File: src/sbgs_pkg.sv
`timescale 1ns / 1ps
// sbgs_pkg: shared types and constants of the sparse basis gradient scorer
// no dependencies

package sbgs_pkg;

    localparam int FEAT_W  = 16;
    localparam int VAL_W   = 24;
    localparam int SUM_W   = 25;
    localparam int WGT_W   = 17;
    localparam int IDX_W   = 10;
    localparam int SCORE_W = 64;

    localparam logic [WGT_W-1:0] WEIGHT_ONE = 17'h10000;
    localparam logic signed [VAL_W-1:0] MARGIN_ONE = 24'sd65536;

    typedef struct packed {
        logic [FEAT_W-1:0]        feature_a;
        logic [FEAT_W-1:0]        feature_b;
        logic                     basis_negative;
        logic signed [VAL_W-1:0]  basis_coef;
        logic signed [VAL_W-1:0]  margin;
        logic signed [VAL_W-1:0]  x_a;
        logic signed [VAL_W-1:0]  x_b;
        logic signed [VAL_W-1:0]  yz_a;
        logic signed [VAL_W-1:0]  yz_b;
        logic                     has_term;
        logic                     end_of_basis;
        logic                     end_of_all;
    } in_t;

    typedef struct packed {
        logic [IDX_W-1:0]           min_basis_index;
        logic [IDX_W-1:0]           max_basis_index;
        logic [FEAT_W-1:0]          min_feature_low;
        logic [FEAT_W-1:0]          min_feature_high;
        logic                       min_negative;
        logic [FEAT_W-1:0]          max_feature_low;
        logic [FEAT_W-1:0]          max_feature_high;
        logic                       max_negative;
        logic signed [SCORE_W-1:0]  min_score;
        logic signed [SCORE_W-1:0]  max_score;
        logic signed [SCORE_W-1:0]  total_gradient;
        logic                       zero_grad_error;
    } out_t;

    // classified request handed from front to back
    typedef struct packed {
        logic [FEAT_W-1:0]        feat_lo;
        logic [FEAT_W-1:0]        feat_hi;
        logic                     neg;
        logic                     counted;
        logic signed [SUM_W-1:0]  sum_x;
        logic signed [SUM_W-1:0]  sum_y;
        logic [WGT_W-1:0]         weight;
        logic signed [VAL_W-1:0]  coef;
        logic                     close;
        logic                     last;
    } term_t;

endpackage

File: src/sparse_basis_gradient_scorer_top.sv
`timescale 1ns / 1ps
// sparse_basis_gradient_scorer_top: front classifier, term queue and back sequencer
// depends on sbgs_pkg, sbgs_front, sbgs_queue, sbgs_back

// Requests enter a two-entry queue; the back end then works through them one at a
// time. A counted term steps through fetch, five passes through one shared 26x26
// multiplier and the accumulate; a request that only carries markers needs just the
// fetch, closing a basis adds a close step and the end of a pass adds an emit step
// to load the result register, which can wait there while work continues.
// The shared multiplier sets the term rate. After a result the scorer starts the
// next pass from its reset state.

module sparse_basis_gradient_scorer_top #(
    parameter int MAX_BASES          = 1024,
    parameter int FEATURE_INDEX_BITS = 16
) (
    input  logic           clk,
    input  logic           rst_n,
    input  logic           push,
    output logic           full,
    input  sbgs_pkg::in_t  item,
    output logic           empty,
    input  logic           pop,
    output sbgs_pkg::out_t result
);

    sbgs_pkg::term_t front_term;
    sbgs_pkg::term_t q_data;
    logic            q_empty;
    logic            q_pop;

    sbgs_front #(
        .FEATURE_INDEX_BITS (FEATURE_INDEX_BITS)
    ) u_front (
        .item (item),
        .term (front_term)
    );

    sbgs_queue u_queue (
        .clk   (clk),
        .rst_n (rst_n),
        .push  (push),
        .wdata (front_term),
        .full  (full),
        .pop   (q_pop),
        .rdata (q_data),
        .empty (q_empty)
    );

    sbgs_back #(
        .MAX_BASES (MAX_BASES)
    ) u_back (
        .clk     (clk),
        .rst_n   (rst_n),
        .q_data  (q_data),
        .q_empty (q_empty),
        .q_pop   (q_pop),
        .result  (result),
        .empty   (empty),
        .pop     (pop)
    );

endmodule

File: src/sbgs_front.sv
`timescale 1ns / 1ps
// sbgs_front: classifies an incoming request into a term for the back end
// depends on sbgs_pkg

module sbgs_front #(
    parameter int FEATURE_INDEX_BITS = 16
) (
    input  sbgs_pkg::in_t   item,
    output sbgs_pkg::term_t term
);

    localparam logic [sbgs_pkg::FEAT_W-1:0] FEAT_MASK =
        (FEATURE_INDEX_BITS >= sbgs_pkg::FEAT_W) ? '1 :
        sbgs_pkg::FEAT_W'((64'd1 << FEATURE_INDEX_BITS) - 64'd1);

    logic [sbgs_pkg::FEAT_W-1:0] fa;
    logic [sbgs_pkg::FEAT_W-1:0] fb;

    always_comb
    begin
        fa = item.feature_a & FEAT_MASK;
        fb = item.feature_b & FEAT_MASK;

        term.feat_lo = (fa <= fb) ? fa : fb;
        term.feat_hi = (fa <= fb) ? fb : fa;
        term.neg     = item.basis_negative;
        term.counted = item.has_term && (item.margin < sbgs_pkg::MARGIN_ONE);

        // inner sum factors as (xa +/- xb) * (ya +/- yb)
        if (item.basis_negative)
        begin
            term.sum_x = {item.x_a[23], item.x_a} - {item.x_b[23], item.x_b};
            term.sum_y = {item.yz_a[23], item.yz_a} - {item.yz_b[23], item.yz_b};
        end
        else
        begin
            term.sum_x = {item.x_a[23], item.x_a} + {item.x_b[23], item.x_b};
            term.sum_y = {item.yz_a[23], item.yz_a} + {item.yz_b[23], item.yz_b};
        end

        if (item.margin[sbgs_pkg::VAL_W-1])
            term.weight = sbgs_pkg::WEIGHT_ONE;
        else
            term.weight = sbgs_pkg::WEIGHT_ONE - {1'b0, item.margin[15:0]};

        term.coef  = item.basis_coef;
        term.close = item.end_of_basis | item.end_of_all;
        term.last  = item.end_of_all;
    end

endmodule

File: src/sbgs_queue.sv
`timescale 1ns / 1ps
// sbgs_queue: two-entry queue of classified terms between front and back
// depends on sbgs_pkg

module sbgs_queue (
    input  logic            clk,
    input  logic            rst_n,
    input  logic            push,
    input  sbgs_pkg::term_t wdata,
    output logic            full,
    input  logic            pop,
    output sbgs_pkg::term_t rdata,
    output logic            empty
);

    sbgs_pkg::term_t entry_reg [2];
    logic            wr_ptr_reg;
    logic            rd_ptr_reg;
    logic [1:0]      count_reg;
    logic            do_push;
    logic            do_pop;

    assign full    = (count_reg == 2'd2);
    assign empty   = (count_reg == 2'd0);
    assign do_push = push && !full;
    assign do_pop  = pop && !empty;
    assign rdata   = entry_reg[rd_ptr_reg];

    always_ff @(posedge clk or negedge rst_n)
    begin
        if (!rst_n)
        begin
            wr_ptr_reg <= 1'b0;
            rd_ptr_reg <= 1'b0;
            count_reg  <= 2'd0;
        end
        else
        begin
            if (do_push)
                wr_ptr_reg <= !wr_ptr_reg;
            if (do_pop)
                rd_ptr_reg <= !rd_ptr_reg;
            if (do_push && !do_pop)
                count_reg <= count_reg + 2'd1;
            else if (do_pop && !do_push)
                count_reg <= count_reg - 2'd1;
        end
    end

    always_ff @(posedge clk)
    begin
        if (do_push)
            entry_reg[wr_ptr_reg] <= wdata;
    end

endmodule

File: src/sbgs_back.sv
`timescale 1ns / 1ps
// sbgs_back: sequencer over one shared multiplier, accumulators, min/max tracking
// and the result holding register; depends on sbgs_pkg

module sbgs_back #(
    parameter int MAX_BASES = 1024
) (
    input  logic            clk,
    input  logic            rst_n,
    input  sbgs_pkg::term_t q_data,
    input  logic            q_empty,
    output logic            q_pop,
    output sbgs_pkg::out_t  result,
    output logic            empty,
    input  logic            pop
);

    localparam int CNT_W = (MAX_BASES > 1) ? $clog2(MAX_BASES) : 1;
    localparam logic [CNT_W-1:0] CNT_LAST = CNT_W'(MAX_BASES - 1);

    typedef enum logic [3:0] {
        ST_IDLE,
        ST_MUL_INNER,
        ST_MUL_WLO,
        ST_MUL_WHI,
        ST_MUL_CLO,
        ST_MUL_CHI,
        ST_ACCUM,
        ST_CLOSE,
        ST_EMIT
    } state_t;

    typedef struct packed {
        logic [CNT_W-1:0]            index;
        logic [sbgs_pkg::FEAT_W-1:0] feat_lo;
        logic [sbgs_pkg::FEAT_W-1:0] feat_hi;
        logic                        neg;
    } info_t;

    state_t                 state_reg;
    logic signed [63:0]     score_reg;
    logic signed [63:0]     low_score_reg;
    logic signed [63:0]     high_score_reg;
    info_t                  low_info_reg;
    info_t                  high_info_reg;
    logic signed [63:0]     total_reg;
    logic [CNT_W-1:0]       cnt_reg;
    logic                   err_reg;
    logic                   first_reg;
    logic                   out_valid_reg;

    sbgs_pkg::term_t        term_reg;
    logic signed [49:0]     inner_reg;
    logic [66:0]            gacc_reg;
    logic [74:0]            cacc_reg;
    sbgs_pkg::out_t         result_reg;

    logic signed [25:0]     mul_a;
    logic signed [25:0]     mul_b;
    logic signed [51:0]     mul_p;
    logic [50:0]            grad;
    logic [58:0]            gcoef;
    logic signed [63:0]     score_sum;
    logic signed [63:0]     total_sum;
    info_t                  cur_info;
    logic                   emit_fire;
    logic [CNT_W+9:0]       low_idx_ext;
    logic [CNT_W+9:0]       high_idx_ext;

    function automatic logic signed [63:0] sat_add(
        input logic signed [63:0] a,
        input logic signed [63:0] b
    );
        logic [64:0] sum;
        sum = {a[63], a} + {b[63], b};
        if (sum[64] != sum[63])
            sat_add = sum[64] ? {1'b1, 63'd0} : {1'b0, {63{1'b1}}};
        else
            sat_add = sum[63:0];
    endfunction

    assign grad  = gacc_reg[66:16];
    assign gcoef = cacc_reg[74:16];
    assign mul_p = mul_a * mul_b;

    assign score_sum = sat_add(score_reg, {{13{grad[50]}}, grad});
    assign total_sum = sat_add(total_reg, {{5{gcoef[58]}}, gcoef});

    assign cur_info.index   = cnt_reg;
    assign cur_info.feat_lo = term_reg.feat_lo;
    assign cur_info.feat_hi = term_reg.feat_hi;
    assign cur_info.neg     = term_reg.neg;

    assign q_pop     = (state_reg == ST_IDLE) && !q_empty;
    assign emit_fire = (state_reg == ST_EMIT) && (!out_valid_reg || pop);
    assign empty     = !out_valid_reg;
    assign result    = result_reg;

    assign low_idx_ext  = {10'd0, low_info_reg.index};
    assign high_idx_ext = {10'd0, high_info_reg.index};

    always_comb
    begin
        mul_a = '0;
        mul_b = '0;
        unique case (state_reg)
            ST_MUL_INNER:
            begin
                mul_a = {term_reg.sum_x[24], term_reg.sum_x};
                mul_b = {term_reg.sum_y[24], term_reg.sum_y};
            end
            ST_MUL_WLO:
            begin
                mul_a = {1'b0, inner_reg[24:0]};
                mul_b = {9'd0, term_reg.weight};
            end
            ST_MUL_WHI:
            begin
                mul_a = {inner_reg[49], inner_reg[49:25]};
                mul_b = {9'd0, term_reg.weight};
            end
            ST_MUL_CLO:
            begin
                mul_a = {1'b0, grad[24:0]};
                mul_b = {{2{term_reg.coef[23]}}, term_reg.coef};
            end
            ST_MUL_CHI:
            begin
                mul_a = $signed(grad[50:25]);
                mul_b = {{2{term_reg.coef[23]}}, term_reg.coef};
            end
            default:
            begin
                mul_a = '0;
                mul_b = '0;
            end
        endcase
    end

    always_ff @(posedge clk or negedge rst_n)
    begin
        if (!rst_n)
        begin
            state_reg      <= ST_IDLE;
            score_reg      <= '0;
            low_score_reg  <= '0;
            high_score_reg <= '0;
            low_info_reg   <= '0;
            high_info_reg  <= '0;
            total_reg      <= '0;
            cnt_reg        <= '0;
            err_reg        <= 1'b0;
            first_reg      <= 1'b1;
            out_valid_reg  <= 1'b0;
        end
        else
        begin
            if (emit_fire)
                out_valid_reg <= 1'b1;
            else if (pop)
                out_valid_reg <= 1'b0;

            unique case (state_reg)
                ST_IDLE:
                begin
                    if (!q_empty)
                    begin
                        if (q_data.counted)
                            state_reg <= ST_MUL_INNER;
                        else if (q_data.close)
                            state_reg <= ST_CLOSE;
                    end
                end
                ST_MUL_INNER: state_reg <= ST_MUL_WLO;
                ST_MUL_WLO:   state_reg <= ST_MUL_WHI;
                ST_MUL_WHI:   state_reg <= ST_MUL_CLO;
                ST_MUL_CLO:   state_reg <= ST_MUL_CHI;
                ST_MUL_CHI:   state_reg <= ST_ACCUM;
                ST_ACCUM:
                begin
                    score_reg <= score_sum;
                    total_reg <= total_sum;
                    if (inner_reg == '0)
                        err_reg <= 1'b1;
                    state_reg <= term_reg.close ? ST_CLOSE : ST_IDLE;
                end
                ST_CLOSE:
                begin
                    if (first_reg || (score_reg < low_score_reg))
                    begin
                        low_score_reg <= score_reg;
                        low_info_reg  <= cur_info;
                    end
                    if (first_reg || (score_reg > high_score_reg))
                    begin
                        high_score_reg <= score_reg;
                        high_info_reg  <= cur_info;
                    end
                    first_reg <= 1'b0;
                    score_reg <= '0;
                    cnt_reg   <= (cnt_reg == CNT_LAST) ? '0 : cnt_reg + 1'b1;
                    state_reg <= term_reg.last ? ST_EMIT : ST_IDLE;
                end
                ST_EMIT:
                begin
                    if (emit_fire)
                    begin
                        score_reg      <= '0;
                        low_score_reg  <= '0;
                        high_score_reg <= '0;
                        low_info_reg   <= '0;
                        high_info_reg  <= '0;
                        total_reg      <= '0;
                        cnt_reg        <= '0;
                        err_reg        <= 1'b0;
                        first_reg      <= 1'b1;
                        state_reg      <= ST_IDLE;
                    end
                end
                default: state_reg <= ST_IDLE;
            endcase
        end
    end

    always_ff @(posedge clk)
    begin
        if (q_pop)
            term_reg <= q_data;
        if (state_reg == ST_MUL_INNER)
            inner_reg <= mul_p[49:0];
        if (state_reg == ST_MUL_WLO)
            gacc_reg <= {{15{mul_p[51]}}, mul_p};
        if (state_reg == ST_MUL_WHI)
            gacc_reg <= gacc_reg + {mul_p[41:0], 25'd0};
        if (state_reg == ST_MUL_CLO)
            cacc_reg <= {{23{mul_p[51]}}, mul_p};
        if (state_reg == ST_MUL_CHI)
            cacc_reg <= cacc_reg + {mul_p[49:0], 25'd0};
        if (emit_fire)
        begin
            result_reg.min_basis_index  <= low_idx_ext[9:0];
            result_reg.max_basis_index  <= high_idx_ext[9:0];
            result_reg.min_feature_low  <= low_info_reg.feat_lo;
            result_reg.min_feature_high <= low_info_reg.feat_hi;
            result_reg.min_negative     <= low_info_reg.neg;
            result_reg.max_feature_low  <= high_info_reg.feat_lo;
            result_reg.max_feature_high <= high_info_reg.feat_hi;
            result_reg.max_negative     <= high_info_reg.neg;
            result_reg.min_score        <= low_score_reg;
            result_reg.max_score        <= high_score_reg;
            result_reg.total_gradient   <= total_reg;
            result_reg.zero_grad_error  <= err_reg;
        end
    end

endmodule
File: config.mk
export PLATFORM = sky130hd
export DESIGN_NAME = sparse_basis_gradient_scorer_top
export DESIGN_NICKNAME = d
export VERILOG_FILES = /design/src/sbgs_pkg.sv /design/src/sparse_basis_gradient_scorer_top.sv /design/src/sbgs_front.sv /design/src/sbgs_queue.sv /design/src/sbgs_back.sv
export SDC_FILE = /design/constraint.sdc
export NUM_CORES = 2
export LEC_CHECK = 0
export BUFFER_PORTS_ARGS = -buffer_cell sky130_fd_sc_hd__buf_2
export CORE_AREA = 4 4 445 447
export CTS_CLUSTER_DIAMETER = 120
export DETAILED_ROUTE_END_ITERATION = 8
export DIE_AREA = 0 0 449 451
export GPL_TIMING_DRIVEN = 0
export SYNTH_ARGS = -nofsm -noshare
export SYNTH_HDL_FRONTEND = slang
export SYNTH_HIERARCHICAL = 1
export SYNTH_SLANG_ARGS = --single-unit
File: constraint.sdc
create_clock -name clk -period 13.99 [get_ports clk]
set_input_delay 2.0985 -clock clk [delete_from_list [all_inputs] [get_ports clk]]
set_output_delay 2.0985 -clock clk [all_outputs]
set_load 0.05 [all_outputs]
# Word level (Yosys, flattened, before mapping)
# Memories as Yosys holds them, arrays and structs flattened.
# Cells that the tools add are included.
# classes
addsub	12
n_mul	1
magnitude_cmp	4
eq_ne	18
mux	47
bitwise	1
reduce_logical	36
# op_table
operator	count
two-way mux 64 bit	7
case mux 64 bit (2 select lines)	3
case mux 64 bit (3 select lines)	1
case mux 43 bit (2 select lines)	2
two-way mux 75 bit	2
two-way mux 67 bit	2
case mux 26 bit (5 select lines)	1
two-way mux 43 bit	3
case mux 26 bit (3 select lines)	1
adder 75 bit	1
adder 67 bit	1
adder 64 x 51 -> 65 bit	1
adder 64 x 59 -> 65 bit	1
> comparator 64 bit	1
< comparator 64 bit	1
multiplier 26 x 26 -> 52 bit	1
adder 24 x 24 -> 25 bit	2
zero test 50 bit	1
two-way mux 50 bit	1
subtractor 24 x 24 -> 25 bit	2
case mux 4 bit (9 select lines)	1
two-way mux 16 bit	2
< comparator 24 x 18 -> 1 bit, second input constant	1
two-way mux 10 bit	2
33 further kinds	78
# word_totals
reg_bits	960
ram_bits	254
inputBits	184
out_inout_bits	281
wordCells	164
mem_count	1
# mem_list
name	depth	width	read_ports	rd_ports_with_merged_regs	write_ports	line	source
u_queue.entry_reg	2	127	1	0	1	sbgs_queue.sv:16	sbgs_pkg::term_t entry_reg [2];

# Longest topological paths before layout
# depth
word_depth	7
mapped_depth	45
depth_no_buf	41

# Hierarchy
# Netlist, hierarchy kept.
# modules_own_cells
module	instances	cells_per_inst	area_each_um2
sbgs_back	1	7049	72640.9
sbgs_queue	1	414	9407.8
sbgs_front	1	731	5034.8

# Least setup slack after synthesis
# OpenSTA, ideal clock, no wires.
# synth_path
path_type	flip-flop to flip-flop
from	reg u_back.state_reg[2]
to	reg u_back.cacc_reg[74] (data pin)
arrival_ns	11.582
path_slack_ns	2.262
stages_incl_launch_ff	39
path_buffers	6
period_less_slack_ns	11.728
cell_sequence	dfrtp_1 -> clkbuf_1 -> nor3_1 -> clkbuf_1 -> buf_1 -> clkbuf_1 -> a22o_1 -> clkbuf_1 -> nand2_1 -> fa_1 -> inv_1 -> fa_1 -> fa_1 -> fa_1 -> fa_1 -> fa_1 -> inv_1 -> fa_1 -> [3 not listed] -> a21oi_1 -> o21ai_0 -> a2111oi_0 -> a21boi_1 -> nor3_1 -> o41ai_2 -> xor2_1 -> inv_1 -> ha_1 -> a211o_1 -> a21oi_1 -> nor4b_1 -> a21oi_1 -> a211oi_1 -> o21ai_0 -> a21oi_1 -> xor3_1 -> a21oi_1
# synth_via
elab_chain_len	6
elab_cells_between_ends	13
# synth_lines
item	line	source
start, declared	sbgs_back.sv:40	state_t state_reg;
start signal, assigned	sbgs_back.sv:185	state_reg <= term_reg.close ? ST_CLOSE : ST_IDLE;
start signal, assigned	sbgs_back.sv:202	state_reg <= term_reg.last ? ST_EMIT : ST_IDLE;
equality test 4 x 3 -> 1 bit / equality test 4 x 2 -> 1 bit (equally long branches)	sbgs_back.sv:106	unique case (state_reg)
OR reduction 2 bit (no source line)	-	
case mux 26 bit (3 select lines)	sbgs_back.sv:106	
multiplier 26 x 26 -> 52 bit *	sbgs_back.sv:84	assign mul_p = mul_a * mul_b;
via u_back.mul_p[35]	sbgs_back.sv:60	logic signed [51:0] mul_p;
adder 75 bit *	sbgs_back.sv:238	cacc_reg <= cacc_reg + {mul_p[49:0], 25'd0};
two-way mux 75 bit *	sbgs_back.sv:237	if (state_reg == ST_MUL_CHI)
end signal, assigned	sbgs_back.sv:236	cacc_reg <= {{23{mul_p[51]}}, mul_p};
end signal, assigned	sbgs_back.sv:238	
end, declared	sbgs_back.sv:55	logic [74:0] cacc_reg;
# Mark *: on every way through the listed nets, which the timed path passes. The rest lies on a longest branch. The select of a mux whose other input is x is not followed.
# A chain may end at the register's enable or synchronous reset.

# Worst setup path in the final report
# layout_path
from	reg u_back.state_reg[3]
to	reg u_back.cacc_reg[74] (data pin)
# Same word-level chain as after synthesis.

==> out/summary.txt <==
============================================================================
Die Y                                                                 451 µm
CP Data Arrival Time                                                14230 ps
Transition at the pin with the smallest max-transition slack         1650 ps
Largest net degree at the start of global routing                        104
Failing checks                                                  max-capacitance violations, max-slew violations
Aggregate global routing overflow                                          0
Type of the worst setup path                                         reg2reg
Fraction of the cycle the final worst path needs                       97.1%
Crit-path slowest cell                                          sky130_fd_sc_hd__fa_1
Max FFs per register                                                     279
Worst-case reg-to-reg path depth                                          43
Hold WC Path Type                                                    reg2reg
# rows                                                                   162
TritonCTS clock tree                                                   built
Antenna violations before repair                                          13
Layout Area Growth over Synthesis                                      12.4%
RSZ-0062 raised after global routing                                   false
Proportion of layout cells with a drive suffix above 1                 12.4%
Worst-path maximum fanout                                                 10
Routed vias/inst                                                        5.67
FF-to-FF End                                                    u_back/cacc_reg[74]$_DFFE_PP_
Clk root buf                                                    sky130_fd_sc_hd__clkbuf_16
Tightest slew margin relative to the limit                            -10.7%
Ys async rst share                                                     30.7%
Most Frequent Cell on Critical Path                             sky130_fd_sc_hd__fa_1
Clk sink count                                                          1182
Die Footprint                                                     202000 µm²
Final HPWL from detailed placement                                    229 mm
Final critical delay including setup and external delays            13590 ps
Drt total wl                                                          283 mm
Number of DRC markers in iteration 0                                    5590
Residual DRC count                                                         0
Flop2flop setup slack                                                 400 ps
Clock insertion delay at the later pin of the skew report             800 ps
# nets final                                                           10300
Number of global-route vias before repair                              66100
Post-Synthesis Mean Instance Area                                   10.6 µm²
Number of clock buffers inserted by TritonCTS                            134
Total GRT Usage                                                        27.8%
Post-synth EDFFs                                                         819
Finished layout cell area                                          97900 µm²
Number of I/O port buffers                                               438
Area of the core                                                  194000 µm²
Quantity of hold-fixing buffers added after cts                            0
Maximum clock path buffer count                                            3
Clock-pin transition on the worst setup and hold timing paths          50 ps
CP Capture Type                                                    flip-flop
Number of levels the H-tree was split into                                 4
Remaining antenna violation count after routing                            0
Largest area contributor in the synthesized netlist             sky130_fd_sc_hd__edfxtp_1
Kind of start point of the critical path                           flip-flop
Die W                                                                 449 µm
Delay of the slowest cell on the worst path                           690 ps
Synth Instances                                                         8194
Syn. warnings                                                              6
Area share of the largest cell type after synthesis                    28.2%
Syn_nets                                                                9656
Sink of the worst hold path                                     u_back/result[115]$_DFFE_PP_
Hold Crit Depth                                                            0
Effective utilization at floorplan                                     44.8%
Cell types occupying the most area after synthesis              sky130_fd_sc_hd__edfxtp_1 (28%), sky130_fd_sc_hd__fa_1 (16%), sky130_fd_sc_hd__dfrtp_1 (10%)
Routability congestion estimate                                         1.04
Io pins                                                                  465
Number of storage elements in the synthesis netlist                     1182
Max-slew violations                                                       12
Number of max-cap violations                                               4
Outcome                                                         finished, violations left
Crit Reg-Reg Startpoint                                         u_back/state_reg[3]$_DFFE_PN0P_
Average wire per cell in the routed design                           24.7 µm
Register area share after synthesis                                    38.7%
First-pass DRT Iterations                                                  6
Mapped cell area                                                   87100 µm²
Final number of setup-violating endpoints                                  0
Worst Skew                                                           55.2 ps
Synth unique cells                                                       102
Worst EP required                                                   14630 ps
Max frequency                                                       73.6 MHz
Main flop type after synthesis                                  sky130_fd_sc_hd__edfxtp_1
Start point of the worst hold path                              u_back/high_score_reg[50]$_DFFE_PN0P_
Post-Place Cell Area                                               93000 µm²
Global-route wire length before repair                                423 mm
Number of vias in the routed layout                                    64900
Final hold violation count                                                 0
============================================================================
==> final cells by class <==
class	instances	area [µm²]
Buffer	360	1770
Multi-Input combinational cell	5595	47900
Sequential cell	1182	33700
Antenna cell	6	15.0
Inverter	1054	3960
Clock inverter	76	912
Tap cell	2542	3180
Clock buffer	170	3620
Timing Repair Buffer	472	2810
Fill cell	17700	96300
==> metrics by stage <==
step | util [%] | cells | hold WS [ps] | setup WS (ps) | TNS [ps]
2_1_floorplan | - | 8194 | 419 | 2260 | 0
4_1_cts | 50.3 | 11400 | 422 | 1.51 | 0
5_1_grt | 50.4 | 11500 | 428 | 2.49 | 0
3_5_place_dp | 47.9 | 11200 | 428 | -1100 | -11850
6_report | 50.4 | 11500 | 413 | 401 | 0
3_3_place_gp | 47.6 | 11200 | 424 | -3090 | -481040
==> cell usage in the layout, fill, tap and decap left out, drive strengths merged, types with 54 or more instances in the layout <==
cell    count
mux2      227
ha        562
o211ai     84
clkbuf    424
a211oi     55
a21oi     386
xnor2     229
nand4      99
buf       577
a221o      64
o21a       60
a22o       86
nor2      551
mux2i      78
a21o      190
o21ai     285
inv      1063
nor3       73
a22oi      54
fa        716
xor2      125
dfrtp     362
nand3      94
nand2     926
edfxtp    819
nor2b      67
and2       75
==> layer usage <==
metal	vias to the layer above	routed length, µm	global-route usage, %
met4	4	14400	11.9
met5	-	27	0
met2	2475	134000	45.9
met3	585	20000	5.12
li1	29400	-	-
met1	32500	115000	35.8
==> critical path: cells and delay by family (launching register included) <==
kind | cells | cell delay (ps)
XOR/XNOR | 2 | 720
AND/OR/NAND/NOR | 7 | 2000
AO/OA/AOI/OAI | 13 | 3310
adder cells (fa/ha/maj) | 9 | 4400
buffers and inverters | 12 | 2600
flip-flops | 1 | 360
==> synthesized netlist by cell type (39+ instances only) <==
master                        n
sky130_fd_sc_hd__inv_1     1053
sky130_fd_sc_hd__nand2_1    926
sky130_fd_sc_hd__edfxtp_1   819
sky130_fd_sc_hd__fa_1       716
sky130_fd_sc_hd__ha_1       562
sky130_fd_sc_hd__nor2_1     551
sky130_fd_sc_hd__a21oi_1    385
sky130_fd_sc_hd__dfrtp_1    362
sky130_fd_sc_hd__o21ai_0    282
sky130_fd_sc_hd__clkbuf_1   257
sky130_fd_sc_hd__xnor2_1    229
sky130_fd_sc_hd__mux2_2     227
sky130_fd_sc_hd__a21o_1     190
sky130_fd_sc_hd__xor2_1     125
sky130_fd_sc_hd__nand4_1     99
sky130_fd_sc_hd__nand3_1     93
sky130_fd_sc_hd__a22o_1      86
sky130_fd_sc_hd__o211ai_1    84
sky130_fd_sc_hd__mux2i_1     78
sky130_fd_sc_hd__and2_1      71
sky130_fd_sc_hd__nor3_1      69
sky130_fd_sc_hd__nor2b_1     67
sky130_fd_sc_hd__a221o_1     64
sky130_fd_sc_hd__o21a_1      60
sky130_fd_sc_hd__a211oi_1    55
sky130_fd_sc_hd__a22oi_1     54
sky130_fd_sc_hd__o21bai_1    50
sky130_fd_sc_hd__nand2b_1    43
sky130_fd_sc_hd__and3_1      40
sky130_fd_sc_hd__a31oi_1     39
==> worst max path at each step <==
| stage | from | slack, ps | to | cells past startpoint |
|---|---|---|---|---|
| 6_report | u_back/state_reg[3]$_DFFE_PN0P_ | 400 | u_back/cacc_reg[74]$_DFFE_PP_ | 43 |
| 5_1_grt | u_back/state_reg[3]$_DFFE_PN0P_ | 2 | u_back/cacc_reg[74]$_DFFE_PP_ | 41 |
| 4_1_cts | u_back/state_reg[3]$_DFFE_PN0P_ | 2 | u_back/cacc_reg[74]$_DFFE_PP_ | 43 |
| 3_5_place_dp | u_back/state_reg[3]$_DFFE_PN0P_ | -1100 | u_back/cacc_reg[74]$_DFFE_PP_ | 38 |
| 3_3_place_gp | u_back/state_reg[3]$_DFFE_PN0P_ | -3090 | u_back/cacc_reg[74]$_DFFE_PP_ | 36 |
| 2_1_floorplan | u_back/state_reg[2]$_DFFE_PN0P_ | 2260 | u_back/cacc_reg[74]$_DFFE_PP_ | 38 |
==> logic make-up (layout without fill, tap and decap cells) <==
kind of cell | after synthesis | in the layout | share of synthesized area (%)
AND/OR/NAND/NOR | 2118 | 2118 | 11.0
AO/OA/AOI/OAI | 1536 | 1536 | 11.8
other | 0 | 6 | 0
multiplexers | 305 | 305 | 3.83
buffers and inverters | 1417 | 2132 | 6.50
flip-flops | 1182 | 1182 | 38.7
XOR/XNOR | 355 | 355 | 3.59
adder cells (fa/ha/maj) | 1281 | 1281 | 24.6
==> what timing repair did <==
item                       4_1_cts  5_1_grt
buffers inserted                 7        6
cloned                           0        0
setup endpoints to repair       29       16
pin swaps                        4        3
hold endpoints to repair         0        0
resized for setup               29       53
Power is left out: the tool's default activity adds up to more than one toggle a clock period on the data nets, which glitch-free logic cannot reach.
